===== src/design/jas_fifo.sv =====
// Small register-based queue with occupancy count.
// No package dependencies; used between front and back and at the output.
`timescale 1ns / 1ps

module jas_fifo #(
  parameter int WIDTH = 8,
  parameter int DEPTH = 2
) (
  input  logic                       clk_i,
  input  logic                       rst_ni,
  input  logic                       push_i,
  input  logic [WIDTH-1:0]           wdata_i,
  output logic                       full_o,
  input  logic                       pop_i,
  output logic [WIDTH-1:0]           rdata_o,
  output logic                       empty_o,
  output logic [$clog2(DEPTH+1)-1:0] count_o
);

  localparam int PW = (DEPTH > 1) ? $clog2(DEPTH) : 1;
  localparam int CW = $clog2(DEPTH+1);

  logic [WIDTH-1:0] mem_q [DEPTH];
  logic [PW-1:0]    wptr_q, rptr_q;
  logic [CW-1:0]    count_q;
  logic             do_push, do_pop;

  assign full_o  = (count_q == CW'(DEPTH));
  assign empty_o = (count_q == '0);
  assign count_o = count_q;
  assign rdata_o = mem_q[rptr_q];
  assign do_push = push_i && !full_o;
  assign do_pop  = pop_i && !empty_o;

  always_ff @(posedge clk_i or negedge rst_ni) begin
    if (!rst_ni) begin
      wptr_q  <= '0;
      rptr_q  <= '0;
      count_q <= '0;
    end else begin
      if (do_push) begin
        wptr_q <= (wptr_q == PW'(DEPTH-1)) ? '0 : wptr_q + PW'(1);
      end
      if (do_pop) begin
        rptr_q <= (rptr_q == PW'(DEPTH-1)) ? '0 : rptr_q + PW'(1);
      end
      if (do_push && !do_pop) begin
        count_q <= count_q + CW'(1);
      end else if (do_pop && !do_push) begin
        count_q <= count_q - CW'(1);
      end
    end
  end

  always_ff @(posedge clk_i) begin
    if (do_push) begin
      mem_q[wptr_q] <= wdata_i;
    end
  end

endmodule


===== config.mk =====
export PLATFORM = sky130hd
export DESIGN_NAME = jas_fifo
export DESIGN_NICKNAME = d
export VERILOG_FILES = /design/src/design/jas_fifo.sv
export SDC_FILE = /design/constraint.sdc
export NUM_CORES = 1
export LEC_CHECK = 0
export BUFFER_PORTS_ARGS = -buffer_cell sky130_fd_sc_hd__buf_2
export CAP_MARGIN = 20
export CORE_MARGIN = 5
export CORE_UTILIZATION = 24
export CTS_BUF_LIST = sky130_fd_sc_hd__clkbuf_16
export CTS_CLUSTER_DIAMETER = 60
export DETAILED_ROUTE_END_ITERATION = 8
export HOLD_SLACK_MARGIN = 0.03
export PLACE_DENSITY = 0.48
export RECOVER_POWER = 25
export SLEW_MARGIN = 20
export SYNTH_ARGS = -nofsm -noshare
export SYNTH_HDL_FRONTEND = slang
export SYNTH_SLANG_ARGS = --single-unit

===== constraint.sdc =====
create_clock -name clk_i -period 3.2 [get_ports clk_i]
set_input_delay 0.16 -clock clk_i [delete_from_list [all_inputs] [get_ports clk_i]]
set_output_delay 0.16 -clock clk_i [all_outputs]
set_load 0.1 [all_outputs]

==> flow_summary.json <==
{
  "status": "completed",
  "reg2reg_depth": 3,
  "dieArea_mm2": 0.004500,
  "syn2layout_area_growth_pct": 35.36,
  "routedWlPerCell_um": 11.27,
  "numCtsBuffers": 3,
  "instances_no_fill": 115,
  "required_ns": 3.04,
  "worst_setup_path_end_kind": "output pin",
  "setup_viol": 0,
  "grt_overflow": 0,
  "synth_seq_area_share_pct": 74.24,
  "syn_area_um2": 782.0,
  "max_freq_mhz": 597.0,
  "grt_max_degree": 13,
  "avgViaCountPerCell": 3.713,
  "n_antenna_cell": 0,
  "slowest_delay_ns": 0.59,
  "tritoncts": "done",
  "initial_core_util_pct": 25.41,
  "fin_crit_ns": 1.675,
  "gp_congestion": 0.6207,
  "drtAntennaViolNets": 0,
  "drc_errors": 0,
  "clk_pin_slew_ns": 0.05,
  "grt_pass1_vias": 455,
  "routed_wl_um": 1296,
  "synth-seq-cells": 20,
  "worst-path-max-fanout": 9,
  "die_h_um": 67.08,
  "port_buffers": 23,
  "first_iter_violations": 4,
  "hp-class": "in -> reg",
  "drive_gt1_share_pct": 39.44,
  "cts-root-buf": "clkbuf_16",
  "yosysTopAreaCellShare_pct": 61.44,
  "rsz0062_at_grt": "false",
  "gr-usage-all-layers_pct": 6.707,
  "cp.depth": 2,
  "fin_setup_tns_ns": 0,
  "drtPass1Iterations": 2,
  "h-tree-depth": 1,
  "relSlewSlack_pct": 59.05,
  "cts_setup_buffers": 0,
  "slew_viol_final": 0,
  "clock_path_buffers": 2,
  "path_buf_inv": 1,
  "cap_violations": 0,
  "setup.worst_path.class": "reg -> out",
  "rows": 20,
  "yosys-top-cells-area": "edfxtp_1 61%, dfrtp_1 13%, mux2_1 8.6%, mux2_2 2.9%, xnor2_1 2.2%",
  "synth-warning-count": 0,
  "synthDistinctLibCells": 15,
  "fin_crit_sh_pct": 52.34,
  "cp_top_family": "flip-flops",
  "routed-via-count": 427,
  "syn_avg_cell_area_um2": 17.77,
  "critical_path_arrival_ns": 1.52,
  "clock_sinks": 20,
  "num-fill-cells": 306,
  "slowest_stage": "dfrtp_1",
  "dieWidth_um": 67.08,
  "antenna_found_initial": 0,
  "hold_viol": 0,
  "fp.coreArea_mm2": 0.003078,
  "nets": 85,
  "hold-worst-slack_ns": 0.09726,
  "clock_skew_ns": 0.001693,
  "placed_cells": 110,
  "yosys.area.top_type": "edfxtp_1",
  "worst_pin_slew_ns": 0.6120,
  "worstPathCellList": "mux2_2 -> buf_2",
  "clock_latency_ns": 0.25,
  "pin_count": 24,
  "worstHoldPathCells": 1,
  "dpl.hpwl_um": 958.9,
  "syn_nets": 57,
  "grt_pass1_wl_um": 2159,
  "netlist_instances": 44,
  "startpoint_type": "flop"
}
## path summary, 6_finish.rpt
kind / from / endpoint / slack, ns
max in group asynchronous: rst_ni / rptr_q / 2.83
min in group asynchronous: rst_ni / count_o[0] / 0.24
worst min register to register: wptr_q / wptr_q / 0.52
worst min-delay path: wdata_i[4] / mem_q[1][4] / 0.1
worst max register to register: count_o[0] / mem_q[0][6] / 1.61
worst max-delay path: rptr_q / rdata_o[7] / 1.52
## routing by layer
layer / track usage (%) / share of wire, %
met5: 0 / 0
met4: 3.038 / 1.0
met3: 3.541 / 11
met2: 10.18 / 44
met1: 7.724 / 45
## cell usage after synthesis (all sizes together)
| cell | count |
|---|---|
| and3 | 1 |
| buf | 1 |
| dfrtp | 4 |
| edfxtp | 16 |
| ha | 1 |
| inv | 2 |
| mux2 | 8 |
| nand2 | 1 |
| nand2b | 1 |
| nor2 | 3 |
| o21ai | 1 |
| xnor2 | 3 |
| xor2 | 2 |
## cells in the final DEF, fill, tap and decap left out
master         instances
buf_2                 20
edfxtp_1              16
mux2_1                 6
dfrtp_1                4
nor2_1                 3
clkbuf_16              3
clkbuf_1               3
mux2_2                 2
inv_1                  2
xnor2_1                2
xor2_1                 2
nand2b_1               1
nand2_2                1
o21ai_1                1
and3_1                 1
xnor2_2                1
ha_1                   1
bufinv_16              1
dlygate4sd3_1          1
## flip-flops by register name, indices dropped and copies added (netlist names)
name,flops
count_o,2
rptr_q,1
mem_q,16
wptr_q,1
## cell families (layout without fill, tap and decap cells)
logic type	count (synthesis)	in the layout	synth area share (%)
fa+ha+maj	1	1	1.600
buf+inv	3	30	1.600
simple gates	6	6	3.841
flops	20	20	74.24
xor+xnor	5	5	6.561
mux	8	8	11.52
compound gates	1	1	0.6394
## through the flow
stage                     util [%]  cell area, um2  setup WS (ns)
after global placement       30.77           947.2          1.619
after global routing         34.39            1059          1.424
after detailed placement     30.77           947.2          1.581
after CTS                    34.51            1062          1.501
after floorplan                  -           782.0         0.8367
final                        34.39            1059          1.525
## area by class of cell
type,count,area (um2),share of cell area [%]
inverter,2,7.507,0.7092
clock inverter,1,30.03,2.837
sequential,20,580.6,54.85
multi-input combinational,21,188.9,17.85
clock buffer,3,75.07,7.092
timing repair buffer,24,121.4,11.47
tap,44,55.05,5.201
## what timing repair did
| action | 4_1_cts | 5_1_grt |
|---|---|---|
| hold buffers | 1 | 0 |
| endpoints found under the hold margin | 4 | 0 |
| resized for setup | 0 | 0 |
Power is not shown: default switching activity piles up to over one toggle a cycle in this logic, so the estimate is an artifact.
