File: src/design/jas_pkg.sv
// Shared types and constants for the joystick autocalibration scaler.
// No dependencies; imported by every module of the block but jas_fifo.
`timescale 1ns / 1ps

package jas_pkg;

  localparam int AXIS_BITS_DEF = 16;
  localparam int NUM_AXES      = 4;
  localparam int SCALE_W       = 24;
  localparam int CMD_W         = 33;
  localparam int CFG_IDX_W     = 3;
  localparam int ROUND_SHIFT   = 9;

  // Axis slots
  localparam int AX_PITCH    = 0;
  localparam int AX_ROLL     = 1;
  localparam int AX_YAW      = 2;
  localparam int AX_THROTTLE = 3;

  localparam logic [1:0]       STICK_SLIDER = 2'd1;
  localparam logic [CMD_W-1:0] OUT_LIMIT    = 33'd4294901760;

  localparam logic [SCALE_W-1:0] STICK_SCALE_RST    = 24'd839;
  localparam logic [SCALE_W-1:0] THROTTLE_SCALE_RST = 24'd50332;

  typedef enum logic [CFG_IDX_W-1:0] {
    CFG_ELEVATOR   = 3'd0,
    CFG_RUDDER     = 3'd1,
    CFG_AILERON    = 3'd2,
    CFG_THROTTLE   = 3'd3,
    CFG_STICK_TYPE = 3'd4
  } cfg_idx_e;

  // Gains are held per axis slot, not in register order.
  typedef struct packed {
    logic [NUM_AXES-1:0][SCALE_W-1:0] scale;
    logic [1:0]                       stick_type;
  } cfg_t;

  typedef struct packed {
    logic stage_busy;  // product stage holds a request
    logic out_room;    // output queue has a free slot
  } back_stat_t;

endpackage

File: src/design/jas_front.sv
// Front end: throttle source select, min/max mark tracking, doubled deviation
// per axis and roll sign inversion. Depends on jas_pkg.
`timescale 1ns / 1ps

module jas_front #(
  parameter int AXIS_BITS = jas_pkg::AXIS_BITS_DEF
) (
  input  logic                  clk_i,
  input  logic                  rst_ni,
  input  logic                  accept_i,
  input  jas_pkg::cfg_t         cfg_i,
  input  logic [AXIS_BITS-1:0]  pitch_raw_i,
  input  logic [AXIS_BITS-1:0]  roll_raw_i,
  input  logic [AXIS_BITS-1:0]  yaw_raw_i,
  input  logic [AXIS_BITS-1:0]  lever_raw_i,
  input  logic [AXIS_BITS-1:0]  slider_raw_i,
  output logic [jas_pkg::NUM_AXES*(AXIS_BITS+2)-1:0] item_o
);

  import jas_pkg::*;

  localparam int MW = AXIS_BITS + 1;  // doubled deviation magnitude

  logic [AXIS_BITS-1:0] hi_q [NUM_AXES];
  logic [AXIS_BITS-1:0] lo_q [NUM_AXES];
  logic [AXIS_BITS-1:0] hi_d [NUM_AXES];
  logic [AXIS_BITS-1:0] lo_d [NUM_AXES];
  logic [AXIS_BITS-1:0] src  [NUM_AXES];

  always_comb begin
    logic [MW-1:0] sum;
    logic [MW-1:0] twice;
    logic [MW-1:0] mag;
    logic          neg;
    src[AX_PITCH]    = pitch_raw_i;
    src[AX_ROLL]     = roll_raw_i;
    src[AX_YAW]      = yaw_raw_i;
    src[AX_THROTTLE] = (cfg_i.stick_type == STICK_SLIDER) ? slider_raw_i : lever_raw_i;
    item_o = '0;
    for (int a = 0; a < NUM_AXES; a++) begin
      hi_d[a] = (src[a] > hi_q[a]) ? src[a] : hi_q[a];
      lo_d[a] = (src[a] < lo_q[a]) ? src[a] : lo_q[a];
      sum     = {1'b0, hi_d[a]} + {1'b0, lo_d[a]};
      twice   = {src[a], 1'b0};
      if (twice >= sum) begin
        mag = twice - sum;
        neg = 1'b0;
      end else begin
        mag = sum - twice;
        neg = 1'b1;
      end
      if (a == AX_ROLL && cfg_i.stick_type != '0) begin
        neg = !neg;
      end
      item_o[a*(MW+1) +: MW+1] = {neg, mag};
    end
  end

  always_ff @(posedge clk_i or negedge rst_ni) begin
    if (!rst_ni) begin
      for (int a = 0; a < NUM_AXES; a++) begin
        hi_q[a] <= '0;
        lo_q[a] <= '1;
      end
    end else if (accept_i) begin
      for (int a = 0; a < NUM_AXES; a++) begin
        hi_q[a] <= hi_d[a];
        lo_q[a] <= lo_d[a];
      end
    end
  end

endmodule

File: config.mk
export PLATFORM = sky130hd
export DESIGN_NAME = jas_front
export DESIGN_NICKNAME = d
export VERILOG_FILES = /design/src/design/jas_pkg.sv /design/src/design/jas_front.sv
export SDC_FILE = /design/constraint.sdc
export NUM_CORES = 1
export LEC_CHECK = 0
export BUFFER_PORTS_ARGS = -buffer_cell sky130_fd_sc_hd__buf_2
export CORE_UTILIZATION = 60
export CTS_BUF_LIST = sky130_fd_sc_hd__clkbuf_2
export CTS_CLUSTER_SIZE = 40
export DETAILED_ROUTE_END_ITERATION = 10
export PLACE_DENSITY = 0.86
export SYNTH_ARGS = -nofsm -noshare
export SYNTH_HDL_FRONTEND = slang
export SYNTH_SLANG_ARGS = --single-unit
File: constraint.sdc
create_clock -name clk_i -period 9.97 [get_ports clk_i]
set_clock_uncertainty 0.05 [all_clocks]
set_input_delay 0 -clock clk_i [delete_from_list [all_inputs] [get_ports clk_i]]
set_output_delay 0 -clock clk_i [all_outputs]
set_load 0.05 [all_outputs]
==> impl_results.md <==
- Status: finished clean
- Number of synthesized flops with an enable pin: 0
- Synthesized instance count: 2,213
- DRT Pass-1 Iters: 6
- CTS sink cnt: ~130
- Clock root buffer: clkbuf_2
- Netlist cell types: 76
- HP Class: in2reg
- Final worst path period share: 0.947
- Worst-path clk slew: about 0.21 ns
- Final WL: 49,200 um
- Routability congestion estimate: 0.967
- Slowest cell on crit path: ha_2
- Worst Min Path Start: slider_raw_i[5]
- Crit path buffers/inverters: 3
- Met2 Use GR: 0.558
- # rows: 62
- Final hold violations: 0
- Worst reg-to-reg setup slack: 5.31 ns
- Sequential cell area: 3280 um2
- Sequential share of the synthesized area: 0.183
- Die X: 175 um
- Met1 Use GR: 0.399
- Filler cells: 2,236
- CTS Buf Count: 17
- Worst Path Max Fanout: 17
- Global route total overflow: 0
- Min cycle time layout: 9.44 ns
- R2R depth: 15
- Antenna Nets Post-Route: 0
- Critical Path Sink Type: primary output
- Fin area: 20,500 um2
- Crit start category: flop
- Headroom to the max-slew limit: 0.221
- Initial antenna violation count: 1
- Yosys reg bits: approximately 130
- Kind of critical path: reg2out
- Mapped Area: around 18,000 um2
- Max H-tree Level: 4
- GRT Overall Usage: 0.318
- WL/cell: 17.4 um
- DRT iter0 DRCs: ~1,100
- Most numerous cell in the Yosys netlist: ha_1
- Worst path max stage delay: ~0.45 ns
- I/O pin count: 253
- CP required: 9.92 ns
- Hpwl dp: 36,900 um
- Worst r2r src: lo_q[49]
- CTS Buffer Depth: 2
- CP most frequent cell: o21a_1
- Largest net degree at the start of global routing: 89
- Multi-input logic area: 13,400 um2
- R2R Path End: lo_q[60]
- Worst hold path depth: 5
- Synth cell count leaders: 310 x ha_1, 292 x inv_1, 194 x nand2_1
- Via Count: 17,000
- Placed Instance Area: 19,100 um2
- Arr. time, crit path: 9.39 ns
- Max cap viols: 0
- Synth area leader: ha_1
- CP delay by family, top: compound AO/OA/AOI/OAI gates
- First-pass GRT wire length: between 80,000 and 90,000 um
- GR peak layer: met2
- Synthesized net count: 2,716
- Vias per std cell: between 5 and 6
- Synth Area per Inst: 8.11 um2
- Synth async-reset ratio: 1.00
- Nets: between 2,000 and 3,000
- Tightest Pin Transition: around 1.2 ns
- Post-synth top area share: 0.216
- CTS tree: yes
- Main synth FF type: dfstp_2
- Die area: 30,600 um2
- Initial Util: 0.617
- Worst-skew pair later-pin latency: 0.74 ns
- Area grow syn2layout: 14.2%
- Grt met3 use: 0.0298
- Die Ht: roughly 170 um
- Vias in the first global route: 16,900
- FMAX: around 0.11 GHz
- Residual DRC: 0
- Ratio of cells with drive above 1 in the final layout: 0.152
- PortBufs: about 160
- Max Slew Vio Count: 0
- Synth top area cells: ha_1 22%, dfstp_2 9.4%, dfrtp_1 8.9%
- Worst Hold End: lo_q[5]
- Warnings from Yosys: 0
- Final setup viols: 0
- Core area: 29,100 um2
## per-stage QoR
step | setup slack (ns) | instances | hold WS (ns) | TNS [ns] | util
floorplan | 1.12 | 2213 | -0.346 | 0 | -
CTS | 0.00421 | 2830 | 0.0108 | 0 | 0.701
detailed placement | 0.820 | 2695 | 0.112 | 0 | 0.655
finish | 0.527 | 2835 | 0.0829 | 0 | 0.704
global placement | 0.971 | 2695 | 0.104 | 0 | 0.655
global route | -0.0519 | 2835 | 0.0358 | -0.0683 | 0.704
## final cells by class
| type | count | area share |
|---|---|---|
| clock inverter | 14 | 0.0100 |
| inverter | 295 | 0.0540 |
| tap | 384 | 0.0234 |
| antenna | 2 | 0.000244 |
| clock buffer | 18 | 0.00440 |
| timing repair buffer | 276 | 0.0955 |
| sequential | 128 | 0.160 |
| multi-input combinational | 1718 | 0.652 |
## sequential cells by signal, indices dropped and copies added, names as in the netlist
name and count:
hi_q 64, lo_q 64
## per-layer routing
metal / vias up / wire, um
met5: - / 0
met4: 0 / 1650
met3: 124 / 2480
met2: 617 / 23700
met1: 8039 / 21400
li1: 8175 / -
## worst max path at each step
stage          slack [ns]     start         end  cells after the start
2_1_floorplan        1.12  hi_q[49]  item_o[14]                     41
3_3_place_gp         0.97  lo_q[17]  item_o[52]                     41
3_5_place_dp         0.82  lo_q[17]  item_o[52]                     41
4_1_cts             0.004  hi_q[49]  item_o[14]                     40
5_1_grt             -0.05  lo_q[17]  item_o[52]                     41
6_report             0.53  hi_q[49]  item_o[14]                     40
## kinds of logic after synthesis
family,Yosys count,share of synthesized area
AOI/OAI and AO/OA,627,0.220
xor gates and xnor gates,123,0.0600
adders and majority gates,322,0.230
buffers and inverters,368,0.0785
DFF,128,0.183
muxes,193,0.112
and+or+nand+nor,452,0.117
## timing repair
action                                 in CTS  in global routing
pin swaps                                   0                  3
setup endpoints to repair                   1                 14
gates resized for setup                     1                 12
buffers inserted                            0                  2
hold buffers                              103                  0
endpoints found under the hold margin     194                  0
cloned                                      0                  1
## cell usage in the layout, fill, tap and decap left out, types with 24 or more instances in the layout
| master | synthesis | final |
|---|---|---|
| a21o_1 | 98 | 98 |
| ha_1 | 310 | 309 |
| mux2i_1 | 132 | 131 |
| dlygate4sd3_1 | 0 | 102 |
| nor2b_1 | 25 | 25 |
| buf_2 | 10 | 153 |
| xor2_1 | 38 | 38 |
| xnor2_1 | 85 | 85 |
| dfstp_2 | 64 | 64 |
| nand3_1 | 24 | 24 |
| nor3_1 | 25 | 25 |
| o21bai_1 | 41 | 41 |
| o21ai_0 | 176 | 176 |
| nand2_1 | 194 | 194 |
| nor2_1 | 90 | 90 |
| mux2_2 | 56 | 56 |
| nand4_1 | 25 | 25 |
| inv_1 | 292 | 292 |
| a21oi_1 | 162 | 160 |
| dfrtp_1 | 64 | 64 |
## worst reg2reg max path, stage by stage (launching register included)
cell,delay (ns)
dfstp_2,0.58
inv_1,0.06
ha_1,0.27
a21o_1,0.15
a21o_1,0.17
a21o_1,0.18
a21o_1,0.18
a21o_1,0.17
a21oi_1,0.18
nor2b_1,0.07
o2111ai_1,0.21
a31oi_2,0.34
buf_4,0.33
nor2_2,0.89
mux2i_1,0.29
dlygate4sd3_1,0.57
Power is left out: the tool's default activity adds up to more than one toggle a clock period on the data nets, which glitch-free logic cannot reach.
