`src/design/jas_pkg.sv`:
```
// Shared types and constants for the joystick autocalibration scaler.
// No dependencies; imported by every module of the block but jas_fifo.
`timescale 1ns / 1ps

package jas_pkg;

  localparam int AXIS_BITS_DEF = 16;
  localparam int NUM_AXES      = 4;
  localparam int SCALE_W       = 24;
  localparam int CMD_W         = 33;
  localparam int CFG_IDX_W     = 3;
  localparam int ROUND_SHIFT   = 9;

  // Axis slots
  localparam int AX_PITCH    = 0;
  localparam int AX_ROLL     = 1;
  localparam int AX_YAW      = 2;
  localparam int AX_THROTTLE = 3;

  localparam logic [1:0]       STICK_SLIDER = 2'd1;
  localparam logic [CMD_W-1:0] OUT_LIMIT    = 33'd4294901760;

  localparam logic [SCALE_W-1:0] STICK_SCALE_RST    = 24'd839;
  localparam logic [SCALE_W-1:0] THROTTLE_SCALE_RST = 24'd50332;

  typedef enum logic [CFG_IDX_W-1:0] {
    CFG_ELEVATOR   = 3'd0,
    CFG_RUDDER     = 3'd1,
    CFG_AILERON    = 3'd2,
    CFG_THROTTLE   = 3'd3,
    CFG_STICK_TYPE = 3'd4
  } cfg_idx_e;

  // Gains are held per axis slot, not in register order.
  typedef struct packed {
    logic [NUM_AXES-1:0][SCALE_W-1:0] scale;
    logic [1:0]                       stick_type;
  } cfg_t;

  typedef struct packed {
    logic stage_busy;  // product stage holds a request
    logic out_room;    // output queue has a free slot
  } back_stat_t;

endpackage

```
`src/design/jas_fifo.sv`:
```
// Small register-based queue with occupancy count.
// No package dependencies; used between front and back and at the output.
`timescale 1ns / 1ps

module jas_fifo #(
  parameter int WIDTH = 8,
  parameter int DEPTH = 2
) (
  input  logic                       clk_i,
  input  logic                       rst_ni,
  input  logic                       push_i,
  input  logic [WIDTH-1:0]           wdata_i,
  output logic                       full_o,
  input  logic                       pop_i,
  output logic [WIDTH-1:0]           rdata_o,
  output logic                       empty_o,
  output logic [$clog2(DEPTH+1)-1:0] count_o
);

  localparam int PW = (DEPTH > 1) ? $clog2(DEPTH) : 1;
  localparam int CW = $clog2(DEPTH+1);

  logic [WIDTH-1:0] mem_q [DEPTH];
  logic [PW-1:0]    wptr_q, rptr_q;
  logic [CW-1:0]    count_q;
  logic             do_push, do_pop;

  assign full_o  = (count_q == CW'(DEPTH));
  assign empty_o = (count_q == '0);
  assign count_o = count_q;
  assign rdata_o = mem_q[rptr_q];
  assign do_push = push_i && !full_o;
  assign do_pop  = pop_i && !empty_o;

  always_ff @(posedge clk_i or negedge rst_ni) begin
    if (!rst_ni) begin
      wptr_q  <= '0;
      rptr_q  <= '0;
      count_q <= '0;
    end else begin
      if (do_push) begin
        wptr_q <= (wptr_q == PW'(DEPTH-1)) ? '0 : wptr_q + PW'(1);
      end
      if (do_pop) begin
        rptr_q <= (rptr_q == PW'(DEPTH-1)) ? '0 : rptr_q + PW'(1);
      end
      if (do_push && !do_pop) begin
        count_q <= count_q + CW'(1);
      end else if (do_pop && !do_push) begin
        count_q <= count_q - CW'(1);
      end
    end
  end

  always_ff @(posedge clk_i) begin
    if (do_push) begin
      mem_q[wptr_q] <= wdata_i;
    end
  end

endmodule

```
`src/design/jas_back.sv`:
```
// Back end: gain multiply, round, clamp, sign and output queue.
// Depends on jas_pkg and jas_fifo.
`timescale 1ns / 1ps

module jas_back #(
  parameter int AXIS_BITS = jas_pkg::AXIS_BITS_DEF,
  parameter int OUT_DEPTH = 4
) (
  input  logic                 clk_i,
  input  logic                 rst_ni,
  input  jas_pkg::cfg_t        cfg_i,
  input  logic                 item_valid_i,
  input  logic [jas_pkg::NUM_AXES*(AXIS_BITS+2)-1:0] item_i,
  output logic                 item_pop_o,
  output jas_pkg::back_stat_t  stat_o,
  input  logic                 pop_i,
  output logic                 empty_o,
  output logic signed [jas_pkg::CMD_W-1:0] elevator_cmd_o,
  output logic signed [jas_pkg::CMD_W-1:0] aileron_cmd_o,
  output logic signed [jas_pkg::CMD_W-1:0] rudder_cmd_o,
  output logic signed [jas_pkg::CMD_W-1:0] throttle_cmd_o
);

  import jas_pkg::*;

  localparam int MW   = AXIS_BITS + 1;
  localparam int PRW  = MW + SCALE_W;
  localparam int QW   = PRW - ROUND_SHIFT + 1;
  localparam int SW   = (QW > CMD_W) ? QW : CMD_W;
  localparam int OW   = NUM_AXES * CMD_W;
  localparam int OCW  = $clog2(OUT_DEPTH+1);

  logic [PRW-1:0]      prod_q [NUM_AXES];
  logic [NUM_AXES-1:0] neg_q;
  logic                valid_q;
  logic [OCW-1:0]      out_count;
  logic                out_full;
  logic                issue;
  logic [OW-1:0]       out_wdata, out_rdata;

  // Credit: a request enters the product stage only if it is sure of a slot.
  assign issue      = item_valid_i &&
                      ((OCW+1)'(out_count) + (OCW+1)'(valid_q) < (OCW+1)'(OUT_DEPTH));
  assign item_pop_o = issue;
  assign stat_o     = '{stage_busy: valid_q, out_room: !out_full};

  always_ff @(posedge clk_i or negedge rst_ni) begin
    if (!rst_ni) begin
      valid_q <= 1'b0;
    end else begin
      valid_q <= issue;
    end
  end

  always_ff @(posedge clk_i) begin
    if (issue) begin
      for (int a = 0; a < NUM_AXES; a++) begin
        prod_q[a] <= PRW'(item_i[a*(MW+1) +: MW]) * PRW'(cfg_i.scale[a]);
        neg_q[a]  <= item_i[a*(MW+1) + MW];
      end
    end
  end

  // Round half up on the magnitude, clamp, then apply the sign.
  always_comb begin
    logic [PRW:0]       rnd;
    logic [SW-1:0]      q;
    logic [CMD_W-1:0]   mag;
    out_wdata = '0;
    for (int a = 0; a < NUM_AXES; a++) begin
      rnd = {1'b0, prod_q[a]} + (PRW+1)'(1 << (ROUND_SHIFT-1));
      q   = SW'(rnd[PRW:ROUND_SHIFT]);
      mag = (q > SW'(OUT_LIMIT)) ? OUT_LIMIT : q[CMD_W-1:0];
      out_wdata[a*CMD_W +: CMD_W] = (neg_q[a] && mag != '0) ? (CMD_W'(0) - mag) : mag;
    end
  end

  jas_fifo #(
    .WIDTH (OW),
    .DEPTH (OUT_DEPTH)
  ) u_out_q (
    .clk_i   (clk_i),
    .rst_ni  (rst_ni),
    .push_i  (valid_q),
    .wdata_i (out_wdata),
    .full_o  (out_full),
    .pop_i   (pop_i),
    .rdata_o (out_rdata),
    .empty_o (empty_o),
    .count_o (out_count)
  );

  assign elevator_cmd_o = out_rdata[AX_PITCH*CMD_W    +: CMD_W];
  assign aileron_cmd_o  = out_rdata[AX_ROLL*CMD_W     +: CMD_W];
  assign rudder_cmd_o   = out_rdata[AX_YAW*CMD_W      +: CMD_W];
  assign throttle_cmd_o = out_rdata[AX_THROTTLE*CMD_W +: CMD_W];

endmodule

```
`config.mk`:
```
export PLATFORM = sky130hd
export DESIGN_NAME = jas_back
export DESIGN_NICKNAME = d
export VERILOG_FILES = /design/src/design/jas_pkg.sv /design/src/design/jas_fifo.sv /design/src/design/jas_back.sv
export SDC_FILE = /design/constraint.sdc
export NUM_CORES = 2
export LEC_CHECK = 0
export BUFFER_PORTS_ARGS = -buffer_cell sky130_fd_sc_hd__buf_2
export CORE_MARGIN = 4
export CORE_UTILIZATION = 35
export DETAILED_ROUTE_END_ITERATION = 7
export GPL_TIMING_DRIVEN = 0
export PLACE_DENSITY = 0.48
export SYNTH_ARGS = -nofsm -noshare
export SYNTH_HDL_FRONTEND = slang
export SYNTH_HIERARCHICAL = 1
export SYNTH_SLANG_ARGS = --single-unit
```
`constraint.sdc`:
```
create_clock -name clk_i -period 11.5 [get_ports clk_i]
set_input_delay 0.575 -clock clk_i [delete_from_list [all_inputs] [get_ports clk_i]]
set_output_delay 0.575 -clock clk_i [all_outputs]
set_load 0.1 [all_outputs]
```
==> impl_metrics.yaml <==
status:
  status: "finished, final reports clean"
logic_synthesis:
  netlist_area_mm2: 0.0823
  synth_cells: 8072
  avgSynthCellArea_um2: 10.2
  yosysUniqueCellTypes: 92
  synth-edff-count: 664
  seq_area_frac_synth_pct: 24.5
  async_flop_share_pct: 1.19
  yosys.area.top_type: "fa_1"
  yosys.area.top_type_share_pct: 31.9
  yosys-top-cells-area: "fa_1, edfxtp_1, inv_1"
  yosys_warnings: 6
  synthFlopType: "edfxtp_1"
  synth-seq-cells: 672
detailed_routing:
  drtPass1Iterations: 6
  drt_iter0_drc: 3579
  routed_wl_um: 243000
  viasPerCell: 4.90
  drtAntennaViolNets: 0
  drc_errors: 0
  drt-wirelength-per-cell_um: 20.9
  vias: 57142
floorplan:
  dieArea_mm2: 0.243
  rows: 177
  fp.dieH_um: 493
  io_pins: 310
  core_area_mm2: 0.233
  start_util_pct: 35.3
  die_w_um: 493
critical_path:
  cp.required_ps: 11870
  regToRegStartpoint: "prod_q[2][8]"
  worstSetupPathType: "flip-flop to flip-flop"
  worstPathMaxFanout: 10
  path_buf_inv: 5
  critPathSlowestCell: "o41ai_1"
  startpoint: "prod_q[2][8]"
  rr_worst_depth: 25
  end_kind: "flip-flop"
  arrival_ps: 9010
  rrSetupSlack_ps: 2860
  r2r-end: "u_out_q/mem_q[0][71]"
  cp_slowest_stage_delay_ps: 920
  cp_top_family: "simple AND/OR/NAND/NOR gates"
  cp-start-kind: "flip-flop"
layout:
  final_common_cell: "inv_1"
  stdcell_count: 11668
  num-nets-final: 10421
  drive_above_1_share_pct: 7.70
  final_cell_mix: "inv_1, fa_1, nand2_1"
  utilization_pct: 38.8
  syn_to_final_growth_pct: 10.0
  final_cell_area_mm2: 0.0905
global_routing:
  grtUsageTotal_pct: 20.3
  grt-ovfl-total: 0
  grt_pass1_vias: 60861
  grt_max_degree: 51
  grt_pass1_wl_um: 378000
  antenna_found_initial: 28
min_path:
  min-delay-start: "item_i[53]"
  min_delay_path_depth: 1
  hold_class: "input pin to flip-flop"
  min_to: "neg_q[2]"
placement:
  placed_cell_area_mm2: 0.0881
  dp_hpwl_um: 201000
  dp.cells: 11522
  portBuffers: 293
  gp_congestion: 0.904
clock_tree:
  clk_path_buf_depth: 3
  cts_tree: "yes"
  cts_made_buffers: 75
  cts_resized: 0
  cts_sinks: 672
  cts_root_buffer: "clkbuf_16"
  htree_num_levels: 3
  clkLatencyLatePin_ps: 660
  post_cts_buffers: 0
  path_clk_slew_ps: 60
  hold_buffers: 1
sta:
  slew_violations: 0
  worst_hold_slack_ps: 109
  finalCriticalPeriod_ps: 8640
  clock_skew_ps: 24.0
  hold_viol_final: 0
  worstMarginPinSlew_ps: 1330
  grt_setup_unrepaired: "false"
  post-route-period-util_pct: 75.2
  slew_headroom_pct: 11.5
  setup_viol: 0
  max_freq_ghz: 0.116
run:
  drv_cap: 0
-- per-layer routing --
layer  part of all wire, %  GRT usage (%)  up-vias  wire (um)
met5                 0.014              0        -         35
met4                   2.7           5.58        8       6590
met3                   5.4           2.75      251      13200
met2                    48           34.2     1475     117000
met1                    44           27.4    29225     106000
li1                      -              -    26183          -
-- final cells by class --
cell class	count	area, um^2
fill	23293	143000
multi-input combinational	5419	54600
sequential	672	20100
inverter	1616	6070
tap	3132	3920
clock buffer	94	1990
timing repair buffer	316	1930
buffer	368	1510
clock inverter	32	298
antenna	19	47.5
-- through the flow --
stage | setup slack (ps) | setup TNS (ps)
finish | 2860 | 0
CTS | 2910 | 0
detailed placement | 2960 | 0
floorplan | 3180 | 0
global placement | -1020 | -128060
global route | 2190 | 0
-- cell usage after synthesis, drive strengths merged (52+ instances only) --
cell,count
inv,1616
nand2,1171
xnor2,220
xor2,114
clkbuf,316
and3,67
a21o,52
nor2,267
mux4,132
nor3,88
o21ai,116
and2,671
a21oi,125
buf,52
fa,1309
ha,470
nand4,63
nand3,105
edfxtp,664
-- flip-flops by register name, indices dropped and copies added, names as in the netlist --
| name | cells |
|---|---|
| u_out_q/count_o | 3 |
| valid_q | 1 |
| neg_q | 4 |
| u_out_q/mem_q | 528 |
| u_out_q/wptr_q | 2 |
| prod_q | 132 |
| u_out_q/rptr_q | 2 |
-- logic make-up (layout without fill, tap and decap cells) --
kind of cell / count (synthesis) / count (layout) / synth area share [%]
other cells: 1 / 23 / 0.00456
compound gates: 530 / 530 / 4.26
mux: 154 / 154 / 3.90
fa+ha+maj: 1779 / 1779 / 39.0
flops: 672 / 672 / 24.5
xor+xnor: 334 / 334 / 3.56
buf+inv: 1984 / 2426 / 9.21
simple gates: 2618 / 2618 / 15.6
-- worst max path at each step --
| stage | end | cells past startpoint |
|---|---|---|
| floorplan | valid_q | 2 |
| global placement | u_out_q/mem_q[3][28] | 3 |
| detailed placement | u_out_q/mem_q[1][71] | 25 |
| CTS | u_out_q/mem_q[1][71] | 25 |
| global route | u_out_q/mem_q[1][71] | 25 |
| finish | u_out_q/mem_q[0][71] | 25 |
Power is not shown: default switching activity piles up to over one toggle a cycle in this logic, so the estimate is an artifact.
